File: src/csl_pkg.sv
// csl_pkg: shared types, codes and constants of the small C lexer.
// Used by the step unit and the top level.
`timescale 1ns / 1ps
package csl_pkg;
  localparam int unsigned LookaheadDepthDef = 7;
  localparam int unsigned PositionBitsDef   = 16;
  localparam logic [30:0] NumMax = 31'h7FFF_FFFF;
  localparam logic [15:0] LenMax = 16'hFFFF;

  typedef enum logic [3:0] {
    KIND_OP = 4'd0, KIND_NUM = 4'd1, KIND_ID = 4'd2, KIND_IF = 4'd3,
    KIND_ELSE = 4'd4, KIND_WHILE = 4'd5, KIND_RETURN = 4'd6, KIND_END = 4'd7,
    KIND_INVALID = 4'd8, KIND_ILLEGAL = 4'd9
  } kind_e;

  typedef enum logic [3:0] {
    OP_EQ = 4'd0, OP_NE = 4'd1, OP_LE = 4'd2, OP_GE = 4'd3, OP_ASSIGN = 4'd4,
    OP_PLUS = 4'd5, OP_MINUS = 4'd6, OP_MUL = 4'd7, OP_DIV = 4'd8,
    OP_LPAR = 4'd9, OP_RPAR = 4'd10, OP_LT = 4'd11, OP_GT = 4'd12, OP_SEMI = 4'd13
  } op_e;

  typedef enum logic [1:0] {
    MODE_IDLE = 2'd0, MODE_NUM = 2'd1, MODE_ID = 2'd2, MODE_ERR = 2'd3
  } mode_e;

  typedef enum logic [2:0] {
    ST_IDLE, ST_RUN, ST_EMIT, ST_TAIL, ST_ENDTOK
  } state_e;

  typedef struct packed {
    logic [3:0]  kind;
    logic [3:0]  op;
    logic [30:0] value;
    logic [15:0] start;
    logic [15:0] len;
    logic        last;
  } token_t;

  function automatic logic is_digit(input logic [7:0] b);
    return b >= 8'h30 && b <= 8'h39;
  endfunction
  function automatic logic is_alpha(input logic [7:0] b);
    return (b >= 8'h61 && b <= 8'h7A) || (b >= 8'h41 && b <= 8'h5A);
  endfunction
  function automatic logic is_word(input logic [7:0] b);
    return is_alpha(b) || is_digit(b) || b == 8'h5F;
  endfunction
  function automatic logic is_space(input logic [7:0] b);
    return b == 8'h20 || (b >= 8'h09 && b <= 8'h0D);
  endfunction
  function automatic logic [7:0] kw_char(input logic [1:0] j, input logic [2:0] i);
    logic [47:0] s;
    case (j)
      2'd0:    s = {"if", 32'h0};
      2'd1:    s = {"else", 16'h0};
      2'd2:    s = {"while", 8'h0};
      default: s = "return";
    endcase
    return s[47 - 8 * i -: 8];
  endfunction
  function automatic logic [2:0] kw_len(input logic [1:0] j);
    case (j)
      2'd0:    return 3'd2;
      2'd1:    return 3'd4;
      2'd2:    return 3'd5;
      default: return 3'd6;
    endcase
  endfunction
endpackage

File: src/csl_step.sv
// csl_step: one scan step over the head of the byte queue.
// Depends on csl_pkg. Pure combinational decision shared by every step.
`timescale 1ns / 1ps
module csl_step
  import csl_pkg::*;
#(
  parameter int unsigned QCap = LookaheadDepthDef + 1,
  localparam int unsigned QW = $clog2(QCap + 1)
) (
  input  logic [QCap-1:0][7:0] q_i,
  input  logic [QW-1:0]        n_i,
  input  logic                 fin_i,
  input  mode_e                mode_i,
  input  logic [15:0]          pos_i,
  input  logic [30:0]          acc_i,
  input  logic [15:0]          tstart_i,
  input  logic [15:0]          tlen_i,
  output logic                 stop_o,
  output logic [2:0]           adv_o,
  output logic                 emit_o,
  output token_t               tok_o,
  output mode_e                mode_o,
  output logic [30:0]          acc_o,
  output logic                 set_start_o,
  output logic [15:0]          tlen_o
);
  logic [7:0]  b;
  logic [34:0] mul;
  logic [35:0] sum;
  logic [1:0]  j;
  logic        has_kw;
  logic [1:0]  kr;
  logic [2:0]  kl;
  logic [15:0] len_inc;

  assign b       = q_i[0];
  assign mul     = {1'b0, acc_i, 3'b0} + {3'b0, acc_i, 1'b0};
  assign sum     = {1'b0, mul} + {28'd0, b - 8'h30};
  assign len_inc = (tlen_i == LenMax) ? tlen_i : tlen_i + 16'd1;

  always_comb begin
    has_kw = 1'b1;
    case (b)
      "i":     j = 2'd0;
      "e":     j = 2'd1;
      "w":     j = 2'd2;
      "r":     j = 2'd3;
      default: begin j = 2'd0; has_kw = 1'b0; end
    endcase
    kl = kw_len(j);
    // 0 no match, 1 match, 2 need more
    kr = 2'd1;
    for (int i = 0; i < 6; i++) begin
      if (kr == 2'd1 && 3'(i) < kl) begin
        if (QW'(i) >= n_i) kr = fin_i ? 2'd0 : 2'd2;
        else if (q_i[i] != kw_char(j, 3'(i))) kr = 2'd0;
      end
    end
    if (kr == 2'd1 && j == 2'd3) begin
      if (n_i > QW'(6)) kr = is_word(q_i[6]) ? 2'd0 : 2'd1;
      else kr = fin_i ? 2'd1 : 2'd2;
    end
    if (!has_kw) kr = 2'd0;
  end

  always_comb begin
    stop_o = 1'b0;
    adv_o = 3'd0;
    emit_o = 1'b0;
    tok_o = '0;
    tok_o.start = pos_i;
    mode_o = mode_i;
    acc_o = acc_i;
    set_start_o = 1'b0;
    tlen_o = tlen_i;
    case (mode_i)
      MODE_NUM: begin
        if (is_digit(b)) begin
          acc_o = (sum > {5'd0, NumMax}) ? NumMax : sum[30:0];
          tlen_o = len_inc;
          adv_o = 3'd1;
        end else begin
          emit_o = 1'b1;
          tok_o.kind = KIND_NUM;
          tok_o.value = acc_i;
          tok_o.start = tstart_i;
          tok_o.len = tlen_i;
          mode_o = MODE_IDLE;
        end
      end
      MODE_ID: begin
        if (b inside {" ", ";", "+", "-", "*", "/", "(", ")", "<", ">", "=", "!"}) begin
          emit_o = 1'b1;
          tok_o.kind = KIND_ID;
          tok_o.start = tstart_i;
          tok_o.len = tlen_i;
          mode_o = MODE_IDLE;
        end else if (b inside {"@", ":", "$", "#", "&"}) begin
          emit_o = 1'b1;
          tok_o.kind = KIND_ILLEGAL;
          tok_o.last = 1'b1;
          mode_o = MODE_ERR;
          adv_o = 3'd1;
        end else begin
          tlen_o = len_inc;
          adv_o = 3'd1;
        end
      end
      MODE_ERR: adv_o = 3'd1;
      default: begin
        if (is_space(b)) begin
          adv_o = 3'd1;
        end else if (b inside {"=", "!", "<", ">"}) begin
          if (n_i < QW'(2) && !fin_i) begin
            stop_o = 1'b1;
          end else if (n_i >= QW'(2) && q_i[1] == "=") begin
            emit_o = 1'b1;
            tok_o.len = 16'd2;
            case (b)
              "=":     tok_o.op = OP_EQ;
              "!":     tok_o.op = OP_NE;
              "<":     tok_o.op = OP_LE;
              default: tok_o.op = OP_GE;
            endcase
            adv_o = 3'd2;
          end else if (b == "!") begin
            emit_o = 1'b1;
            tok_o.kind = KIND_INVALID;
            tok_o.last = 1'b1;
            mode_o = MODE_ERR;
            adv_o = 3'd1;
          end else begin
            emit_o = 1'b1;
            tok_o.len = 16'd1;
            case (b)
              "=":     tok_o.op = OP_ASSIGN;
              "<":     tok_o.op = OP_LT;
              default: tok_o.op = OP_GT;
            endcase
            adv_o = 3'd1;
          end
        end else if (b inside {"+", "-", "*", "/", "(", ")", ";"}) begin
          emit_o = 1'b1;
          tok_o.len = 16'd1;
          case (b)
            "+":     tok_o.op = OP_PLUS;
            "-":     tok_o.op = OP_MINUS;
            "*":     tok_o.op = OP_MUL;
            "/":     tok_o.op = OP_DIV;
            "(":     tok_o.op = OP_LPAR;
            ")":     tok_o.op = OP_RPAR;
            default: tok_o.op = OP_SEMI;
          endcase
          adv_o = 3'd1;
        end else if (is_digit(b)) begin
          mode_o = MODE_NUM;
          acc_o = {23'd0, b - 8'h30};
          set_start_o = 1'b1;
          tlen_o = 16'd1;
          adv_o = 3'd1;
        end else if (is_alpha(b) || b == "_") begin
          if (kr == 2'd2) begin
            stop_o = 1'b1;
          end else if (kr == 2'd1) begin
            emit_o = 1'b1;
            tok_o.kind = 4'(3 + j);
            tok_o.len = {13'd0, kl};
            adv_o = kl;
          end else begin
            mode_o = MODE_ID;
            set_start_o = 1'b1;
            tlen_o = 16'd1;
            adv_o = 3'd1;
          end
        end else begin
          emit_o = 1'b1;
          tok_o.kind = KIND_INVALID;
          tok_o.last = 1'b1;
          mode_o = MODE_ERR;
          adv_o = 3'd1;
        end
      end
    endcase
  end
endmodule

File: src/c_subset_lexer.sv
// c_subset_lexer: top level, byte queue, sequencer and output register.
// Depends on csl_pkg and csl_step.
//
// Usage: source bytes enter on the text channel (text_byte_i, end_mark_i with
// valid/ready); tokens leave on the token channel, one field per port.
// Each accepted word is loaded into a queue together with up to
// LOOKAHEAD_DEPTH held bytes, and the shared step unit then takes one scan
// step per cycle while not stalled. A step that emits a token waits in the
// output register until the receiver takes it; an emitting step stalls
// while that register is full and not being taken. An item is loaded in
// idle and scanned step by step, then the sequencer returns to idle; a step
// that closes a number or identifier advances no byte. An end word then
// passes the tail and end-token states, which also wait on the register.
// in_ready_o is high only while the sequencer is idle.
// Reset clears the control and position state, not the queue or token
// register; the next byte has offset 0. An end word emits any pending token
// and, unless the run ended in error, the end token, then clears scan state.
`timescale 1ns / 1ps
module c_subset_lexer
  import csl_pkg::*;
#(
  parameter int unsigned LOOKAHEAD_DEPTH = LookaheadDepthDef,
  parameter int unsigned POSITION_BITS   = PositionBitsDef
) (
  input  logic        clk_i,
  input  logic        rst_ni,
  input  logic        in_valid_i,
  output logic        in_ready_o,
  input  logic [7:0]  text_byte_i,
  input  logic        end_mark_i,
  output logic        out_valid_o,
  input  logic        out_ready_i,
  output logic [3:0]  token_kind_o,
  output logic [3:0]  operator_code_o,
  output logic [30:0] number_value_o,
  output logic [15:0] start_offset_o,
  output logic [15:0] token_length_o,
  output logic        run_last_o
);
  localparam int unsigned QCap = LOOKAHEAD_DEPTH + 1;
  localparam int unsigned QW   = $clog2(QCap + 1);
  localparam int unsigned PB   = POSITION_BITS;
  localparam logic [PB-1:0] PosMax = '1;

  state_e st_q, st_d;
  logic [QCap-1:0][7:0] q_q, q_d;
  logic [QCap-1:0][PB-1:0] p_q, p_d;
  logic [QW-1:0] n_q, n_d;
  logic fin_q, fin_d;
  mode_e mode_q, mode_d;
  logic [30:0] acc_q, acc_d;
  logic [PB-1:0] tstart_q, tstart_d, bpos_q, bpos_d;
  logic [15:0] tlen_q, tlen_d;
  logic [QW-1:0] la_n_q, la_n_d;
  logic [LOOKAHEAD_DEPTH-1:0][7:0] la_q, la_d;
  token_t tok_q, tok_d;
  logic ov_q, ov_d;

  logic s_stop, s_emit, s_set;
  logic [2:0] s_adv;
  token_t s_tok;
  mode_e s_mode;
  logic [30:0] s_acc;
  logic [15:0] s_tlen;
  logic [QCap-1:0][15:0] p16;

  always_comb
    for (int i = 0; i < QCap; i++) p16[i] = 16'(p_q[i]);

  csl_step #(.QCap(QCap)) u_step (
    .q_i(q_q), .n_i(n_q), .fin_i(fin_q), .mode_i(mode_q), .pos_i(p16[0]),
    .acc_i(acc_q), .tstart_i(16'(tstart_q)), .tlen_i(tlen_q),
    .stop_o(s_stop), .adv_o(s_adv), .emit_o(s_emit), .tok_o(s_tok),
    .mode_o(s_mode), .acc_o(s_acc), .set_start_o(s_set), .tlen_o(s_tlen)
  );

  function automatic logic [PB-1:0] padd(input logic [PB-1:0] a, input logic [QW-1:0] k);
    logic [PB:0] s;
    s = {1'b0, a} + (PB + 1)'(k);
    return s[PB] ? PosMax : s[PB-1:0];
  endfunction

  assign in_ready_o = (st_q == ST_IDLE);
  assign out_valid_o = ov_q;
  assign token_kind_o = tok_q.kind;
  assign operator_code_o = tok_q.op;
  assign number_value_o = tok_q.value;
  assign start_offset_o = tok_q.start;
  assign token_length_o = tok_q.len;
  assign run_last_o = tok_q.last;

  always_comb begin
    logic busy;
    logic [QW-1:0] cnt;
    st_d = st_q; q_d = q_q; p_d = p_q; n_d = n_q; fin_d = fin_q;
    mode_d = mode_q; acc_d = acc_q; tstart_d = tstart_q; tlen_d = tlen_q;
    bpos_d = bpos_q; la_n_d = la_n_q; la_d = la_q; tok_d = tok_q;
    ov_d = ov_q && !out_ready_i;
    busy = ov_q && !out_ready_i;
    cnt = (mode_q == MODE_IDLE) ? la_n_q : '0;
    case (st_q)
      ST_IDLE: begin
        if (in_valid_i) begin
          for (int i = 0; i < QCap; i++) begin
            q_d[i] = (QW'(i) < cnt) ? la_q[i] : text_byte_i;
            p_d[i] = (QW'(i) < cnt) ? padd(tstart_q, QW'(i)) : bpos_q;
          end
          n_d = end_mark_i ? cnt : cnt + QW'(1);
          fin_d = end_mark_i;
          if (!end_mark_i) bpos_d = padd(bpos_q, QW'(1));
          la_n_d = '0;
          st_d = ST_RUN;
        end
      end
      ST_RUN: begin
        if (n_q == '0 || s_stop) begin
          if (s_stop && mode_q == MODE_IDLE) begin
            for (int i = 0; i < LOOKAHEAD_DEPTH; i++) la_d[i] = q_q[i];
            la_n_d = (n_q > QW'(LOOKAHEAD_DEPTH)) ? QW'(LOOKAHEAD_DEPTH) : n_q;
            tstart_d = p_q[0];
          end
          st_d = fin_q ? ST_TAIL : ST_IDLE;
        end else if (!(s_emit && busy)) begin
          if (s_emit) begin
            tok_d = s_tok;
            ov_d = 1'b1;
          end
          mode_d = s_mode;
          acc_d = s_acc;
          tlen_d = s_tlen;
          if (s_set) tstart_d = p_q[0];
          for (int i = 0; i < QCap; i++) begin
            for (int k = 0; i + k < QCap; k++) begin
              if (int'(s_adv) == k) begin
                q_d[i] = q_q[i + k];
                p_d[i] = p_q[i + k];
              end
            end
          end
          n_d = n_q - QW'(s_adv);
        end
      end
      ST_TAIL: begin
        if (!busy) begin
          tok_d = '0;
          tok_d.start = 16'(tstart_q);
          tok_d.len = tlen_q;
          if (mode_q == MODE_NUM) begin
            tok_d.kind = KIND_NUM; tok_d.value = acc_q; ov_d = 1'b1;
          end else if (mode_q == MODE_ID) begin
            tok_d.kind = KIND_ID; ov_d = 1'b1;
          end
          st_d = ST_ENDTOK;
        end
      end
      ST_ENDTOK: begin
        if (!busy) begin
          if (mode_q != MODE_ERR) begin
            tok_d = '0;
            tok_d.kind = KIND_END;
            tok_d.start = 16'(bpos_q);
            tok_d.last = 1'b1;
            ov_d = 1'b1;
          end
          mode_d = MODE_IDLE; acc_d = '0; tstart_d = '0; tlen_d = '0;
          bpos_d = '0; la_n_d = '0; la_d = '0;
          st_d = ST_IDLE;
        end
      end
      default: st_d = ST_IDLE;
    endcase
  end

  always_ff @(posedge clk_i or negedge rst_ni) begin
    if (!rst_ni) begin
      st_q <= ST_IDLE;
      mode_q <= MODE_IDLE;
      acc_q <= '0;
      tstart_q <= '0;
      tlen_q <= '0;
      bpos_q <= '0;
      la_n_q <= '0;
      la_q <= '0;
      ov_q <= 1'b0;
      n_q <= '0;
      fin_q <= 1'b0;
    end else begin
      st_q <= st_d;
      mode_q <= mode_d;
      acc_q <= acc_d;
      tstart_q <= tstart_d;
      tlen_q <= tlen_d;
      bpos_q <= bpos_d;
      la_n_q <= la_n_d;
      la_q <= la_d;
      ov_q <= ov_d;
      n_q <= n_d;
      fin_q <= fin_d;
    end
  end

  always_ff @(posedge clk_i) begin
    q_q <= q_d;
    p_q <= p_d;
    tok_q <= tok_d;
  end

  a_ready_idle: assert property (@(posedge clk_i) disable iff (!rst_ni)
    in_ready_o |-> st_q == ST_IDLE) else $error("ready outside idle");
  a_out_hold: assert property (@(posedge clk_i) disable iff (!rst_ni)
    out_valid_o && !out_ready_i |=> out_valid_o && $stable(tok_q))
    else $error("token dropped under stall");
  a_la_bound: assert property (@(posedge clk_i) disable iff (!rst_ni)
    la_n_q <= QW'(LOOKAHEAD_DEPTH)) else $error("lookahead overflow");
  a_end_reset: assert property (@(posedge clk_i) disable iff (!rst_ni)
    st_q == ST_ENDTOK && !(ov_q && !out_ready_i) |=> bpos_q == '0)
    else $error("position not cleared at end");
endmodule

File: config.mk
export PLATFORM = sky130hd
export DESIGN_NAME = c_subset_lexer
export DESIGN_NICKNAME = d
export VERILOG_FILES = /design/src/csl_pkg.sv /design/src/csl_step.sv /design/src/c_subset_lexer.sv
export SDC_FILE = /design/constraint.sdc
export NUM_CORES = 1
export LEC_CHECK = 0
export ABC_AREA = 1
export BUFFER_PORTS_ARGS = -buffer_cell sky130_fd_sc_hd__buf_2
export CAP_MARGIN = 20
export CORE_MARGIN = 2
export CORE_UTILIZATION = 40
export DETAILED_ROUTE_END_ITERATION = 6
export PLACE_DENSITY_LB_ADDON = 0.12
export SKIP_LAST_GASP = 1
export SLEW_MARGIN = 10
export SYNTH_ARGS = -nofsm -noshare
export SYNTH_HDL_FRONTEND = slang
export SYNTH_SLANG_ARGS = --single-unit
File: constraint.sdc
create_clock -name clk_i -period 18.3 [get_ports clk_i]
set_input_delay 3.66 -clock clk_i [delete_from_list [all_inputs] [get_ports clk_i]]
set_output_delay 3.66 -clock clk_i [all_outputs]
set_load 0.02 [all_outputs]
; Word-level counts from Yosys, hierarchy flattened
; Cells that the tools add are included.
[classes]
add_sub_neg = 15
n_eq_ne = 99
reduce_logical = 63
order_cmp = 39
mux = 304
n_bitwise = 1
[ops]
columns = operator, count
row1 = $mux 16, 70
row2 = $mux 72, 6
row3 = $mux 31, 11
row4 = $mux 8, 41
row5 = $mux 56, 5
row6 = $pmux 128 s2, 1
row7 = $mux 112, 2
row8 = $pmux 72 s3, 1
row9 = $eq 8x6->1 const B, 17
row10 = $pmux 45 s3, 1
row11 = $mux 128, 1
row12 = $pmux 16 s2, 4
row13 = $pmux 64 s2, 1
row14 = $pmux 31 s2, 2
row15 = $pmux 56 s2, 1
row16 = $mux 32, 3
row17 = $mux 48, 2
row18 = $pmux 16 s3, 2
row19 = $mux 4, 23
row20 = $mux 2, 42
row21 = $mux 40, 2
row22 = $add 16x3->17 const B, 4
row23 = $mux 17, 4
row24 = $mux 64, 1
row25 = other kinds (85), 274
[word_totals]
inputBits = 13
output_inout_bits = 74
register_bits = 414
elab_cells = 560

; Longest topological paths before layout
[depth]
depth_word = 69
ltp_mapped = 42
ltp_nobuf = 40

; By module
; Synthesis repeated with hierarchy kept, for this count alone.
[hier_totals]
hier_cells = 4650
area_unflattened_um2 = 32602.5
[modules_own_cells]
columns = mod, area_per_inst_um2, instances, seq_area_each_um2, cells_per_inst
row1 = c_subset_lexer, 25713.4, 1, 11681.2, 3349
row2 = csl_step, 6889.1, 1, 0.0, 1301

; Worst setup path before layout
; No wires, ideal clock.
[synth_path]
path_kind = input-to-reg
start = in out_ready_i
end = reg tok_q (netlist bit number_value_o[0]) (enable)
path_stages = 6
required_time_ns = 17.620
path_slack_ns = 6.717
arrival_time_ns = 10.904
setup_ns = 0.680
path_buffers = 0
cell_sequence = nor2_1 inv_1 nor2_1 nor2_2 nand2_2 nor4_1
[synth_between]
elab_chain_len = 5
word_cells_on_any_way = 7
classes_between = eq/ne (3) / reduce/logical (4)
[synth_lines]
columns = item, line
row1 = "start, declared", c_subset_lexer.sv:32  ; input logic out_ready_i,
row2 = $logic_not 1->1 (*), c_subset_lexer.sv:99  ; busy = ov_q && !out_ready_i;
row3 = $logic_and 1x1->1 (*), c_subset_lexer.sv:99
row4 = $logic_and 1x1->1, c_subset_lexer.sv:123  ; end else if (!(s_emit && busy)) begin
row5 = $ne 2x2->1 (no line), n/a
row6 = $reduce_and 7->1 (no line) (*), n/a
row7 = "end signal, assigned", c_subset_lexer.sv:205  ; tok_q <= tok_d;
row8 = "end, declared", c_subset_lexer.sv:56  ; token_t tok_q, tok_d;
; Mark *: on every way between the ends. The rest lies on a longest branch, timed or not.
; A chain may end at the register's enable or synchronous reset.

==> implementation parameters <==
Parameter                              Value

Run status
  Run status ... finished, final reports clean

Global route
  Number of global-route vias before repair ... 28.4k
  Total overflow reported by the global router ... 0
  GRT Resource Usage Total ... 30.6%
  Wire length of the first global-routing pass ... 181 mm
  Antenna violations before repair ... 0
  Pin count of the biggest net entering global routing ... 73

Yosys
  Proportion of synthesized chip area in sequential cells ... 39.0%
  Mapped Nets ... roughly 4.1k
  Post-synthesis cell type with the largest combined area ... sky130_fd_sc_hd__edfxtp_1
  Post-Synthesis Cell Area ... 30000 sq um
  Syn Inst Count ... 4016
  Syn. warnings ... 0
  Syn_area_per_cell ... 7.46 sq um
  Dominant register cell in the synthesized netlist ... sky130_fd_sc_hd__edfxtp_1
  Area share of the largest cell type after synthesis ... 26.5%
  Async SR Flop Fraction ... 36.2%
  Top area cells in the synthesized netlist ... sky130_fd_sc_hd__edfxtp_1 26%, sky130_fd_sc_hd__dfrtp_1 13%, sky130_fd_sc_hd__nand2_1 11%, sky130_fd_sc_hd__o21ai_0 6.4%, sky130_fd_sc_hd__a21oi_1 5.0%
  Number of register bits inferred by synthesis ... 414
  EDFF count, synth ... 264
  Yosys cell types ... a little under 60

Routing
  DRC viols ... 0
  Iteration count of the initial detailed-routing pass ... 6
  Overall routed net length ... 121 mm
  Residual antenna-violating net count after detailed routing ... 0
  Number of vias after detailed routing ... between 20k and 30k
  1st-iter DRT viols ... 3418
  Ratio of routed vias to standard cells ... 5.93
  Post-detailed-route wirelength per cell ... approximately 24 microns

Placement
  Weighted congestion reported at the end of routability-driven placement ... 0.966
  # placed instances ... around 5k
  Port bufs ... 86
  HPWL reported at the end of detailed placement ... 82.7 mm
  Post-placement worst setup slack ... 10.86 ns

Critical path
  Most numerous cell on the critical path ... sky130_fd_sc_hd__nand2_1
  WP data arrival ... 7.97 ns
  Crit start category ... register
  R2r startpoint ... q_q[4]
  Largest fanout on the critical path ... 51
  Type of destination of the critical path ... register
  Worst Path Class, Setup ... register to register
  Slowest stage cell on the critical path ... sky130_fd_sc_hd__nor4_1
  Critical Path Source ... q_q[4]
  Maximum cell stage delay along the critical path ... 0.57 ns
  Critical path data required time ... 18.63 ns

Clock network
  Number of buffers added for setup after CTS ... 0
  Cts bufs inserted ... 52
  Maximum number of buffers from clock root to sink ... 3
  Clk sink count ... about 410
  H-Tree Level Count ... 2
  Source-to-sink clock delay at the later pin of the worst-skew pair ... about 0.64 ns
  Buffer cell driving the clock tree root ... sky130_fd_sc_hd__clkbuf_16
  Hold buffers post-CTS ... 0
  Clk pin slew, worst setup/hold paths ... 0.06 ns
  CTS tree ... built
  Number of cells upsized or downsized after cts ... 0

Timing
  Minimum clock period ... 7.64 ns
  Number of pins exceeding their max-slew limit in the final report ... 0
  Achievable clock frequency ... 131 MHz
  Final Cycle Share ... 41.8%
  Max transition margin ... 24.3%
  Actual transition at the worst max-transition pin ... ~1.1 ns
  Unrepaired setup endpoints after global routing ... false
  Final critical-path setup slack ... 10.66 ns
  Clk_skew ... about 0.033 ns
  Number of hold violations in the final report ... 0
  Final total negative setup slack ... 0 ns
  Number of endpoints failing setup at the final stage ... 0

Power
  VDD IR max ... 0.139 mV
  Power density of the placed cells ... 205 nW/um^2
  Static power due to leakage ... around 14 nW

Floorplanning
  Top-Level Pins ... 87
  Die Span Y ... around 280 microns
  # rows ... 100
  Width of the die ... 278 microns
  Area enclosed by the die boundary ... 77100 sq um
  Starting density of the core ... about two fifths
  Std-Cell Core Area ... between 70000 and 80000 sq um

Layout
  Diode insertion count for antenna repair ... 0
  Non-filler cells, final ... around 5k
  Proportion of layout cells with a drive suffix above 1 ... 8.32%
  Commonest non-fill, non-tap cells in the layout ... 859 x sky130_fd_sc_hd__nand2_1, 388 x sky130_fd_sc_hd__inv_1, 381 x sky130_fd_sc_hd__o21ai_0
  Area added between synthesis and finish ... 10.1%
  Number of fill cells ... 7747
  Commonest non-fill, non-tap cell in the layout ... sky130_fd_sc_hd__nand2_1
  Final nets ... 4095

Min path
  Hold Path Class ... register to register
  Worst hold start ... la_n_q[3]

Flow run
  Max_cap viols ... 0
registers in the layout (all words and copies together) (netlist names), 16 cells and up:
name	count
number_value_o	31
acc_q	31
la_q	56
bpos_q	16
p16	128
token_length_o	16
q_q	64
start_offset_o	16
tstart_q	16
tlen_q	16
layout make-up:
cell class	count	area (sq um)	area share [%]
multi-input cells	2944	15800	47.8
flip-flops and latches	414	11700	35.4
inverters	423	1590	4.83
clock buffers	75	1530	4.64
well taps	969	1210	3.68
repair buffers	146	941	2.85
clock inverters	23	273	0.827
synthesized netlist by cell type, drive strengths merged, types with 2 or more instances:
| master | instances |
|---|---|
| a211oi | 8 |
| a21boi | 3 |
| a21o | 5 |
| a21oi | 305 |
| a22oi | 2 |
| a31oi | 24 |
| a32oi | 2 |
| buf | 93 |
| clkbuf | 142 |
| clkinv | 9 |
| dfrtp | 150 |
| edfxtp | 264 |
| fa | 7 |
| ha | 94 |
| inv | 414 |
| nand2 | 880 |
| nand3 | 246 |
| nand3b | 10 |
| nand4 | 37 |
| nor2 | 355 |
| nor3 | 52 |
| nor3b | 4 |
| nor4 | 13 |
| o2111ai | 5 |
| o211ai | 63 |
| o21a | 2 |
| o21ai | 485 |
| o21bai | 10 |
| o221ai | 67 |
| o22ai | 109 |
| o311ai | 3 |
| o31ai | 34 |
| or2 | 6 |
| xnor2 | 22 |
| xor2 | 87 |
per-layer routing:
layer  GRT usage (%)  wire [microns]
met1            39.3           49200
met3            4.44            9080
met4            17.8            8000
met5               0               0
met2            49.3           54700
power by group:
part	switching (mW)	internal, mW
clock	0.453	0.642
combinational	2.52	1.01
sequential	0.452	1.68
worst paths after layout:
check | depth (start not counted) | endpoint | slack (ns)
hold reg to reg | 2 | la_n_q[3] | 0.47
setup / recovery | 36 | q_q[1] | 10.66
max in group asynchronous | 2 | tlen_q[4] | 13.97
setup reg to reg | 36 | q_q[1] | 10.66
min in group asynchronous | 1 | la_q[23] | 2.95
hold / removal | 2 | la_n_q[3] | 0.47
kinds of logic after synthesis:
kind of cell,synth area share [%]
AND/OR/NAND/NOR,22.9
AO/OA/AOI/OAI,21.6
buffers and inverters,8.89
flip-flops,39.0
XOR/XNOR,3.19
adder cells (fa/ha/maj),4.39
through the flow:
stage	power (mW)	utilization (%)	area, sq um	hold WS (ns)
final	6.75	44.4	33000	0.471
after global routing	7.17	44.4	33000	0.496
after CTS	6.70	44.3	32900	0.477
after detailed placement	5.59	41.9	31100	0.460
after global placement	5.56	41.8	31100	0.453
after floorplan	4.33	-	30000	0.436
critical path: cells and delay by family, from the launching register on:
| family | cells | cell delay, ns |
|---|---|---|
| adder cells (fa/ha/maj) | 3 | 0.85 |
| flip-flops | 1 | 0.51 |
| buffers and inverters | 7 | 1.96 |
| AO/OA/AOI/OAI | 4 | 0.59 |
| AND/OR/NAND/NOR | 22 | 3.36 |
Note: power is estimated with default switching activity, not from simulation.
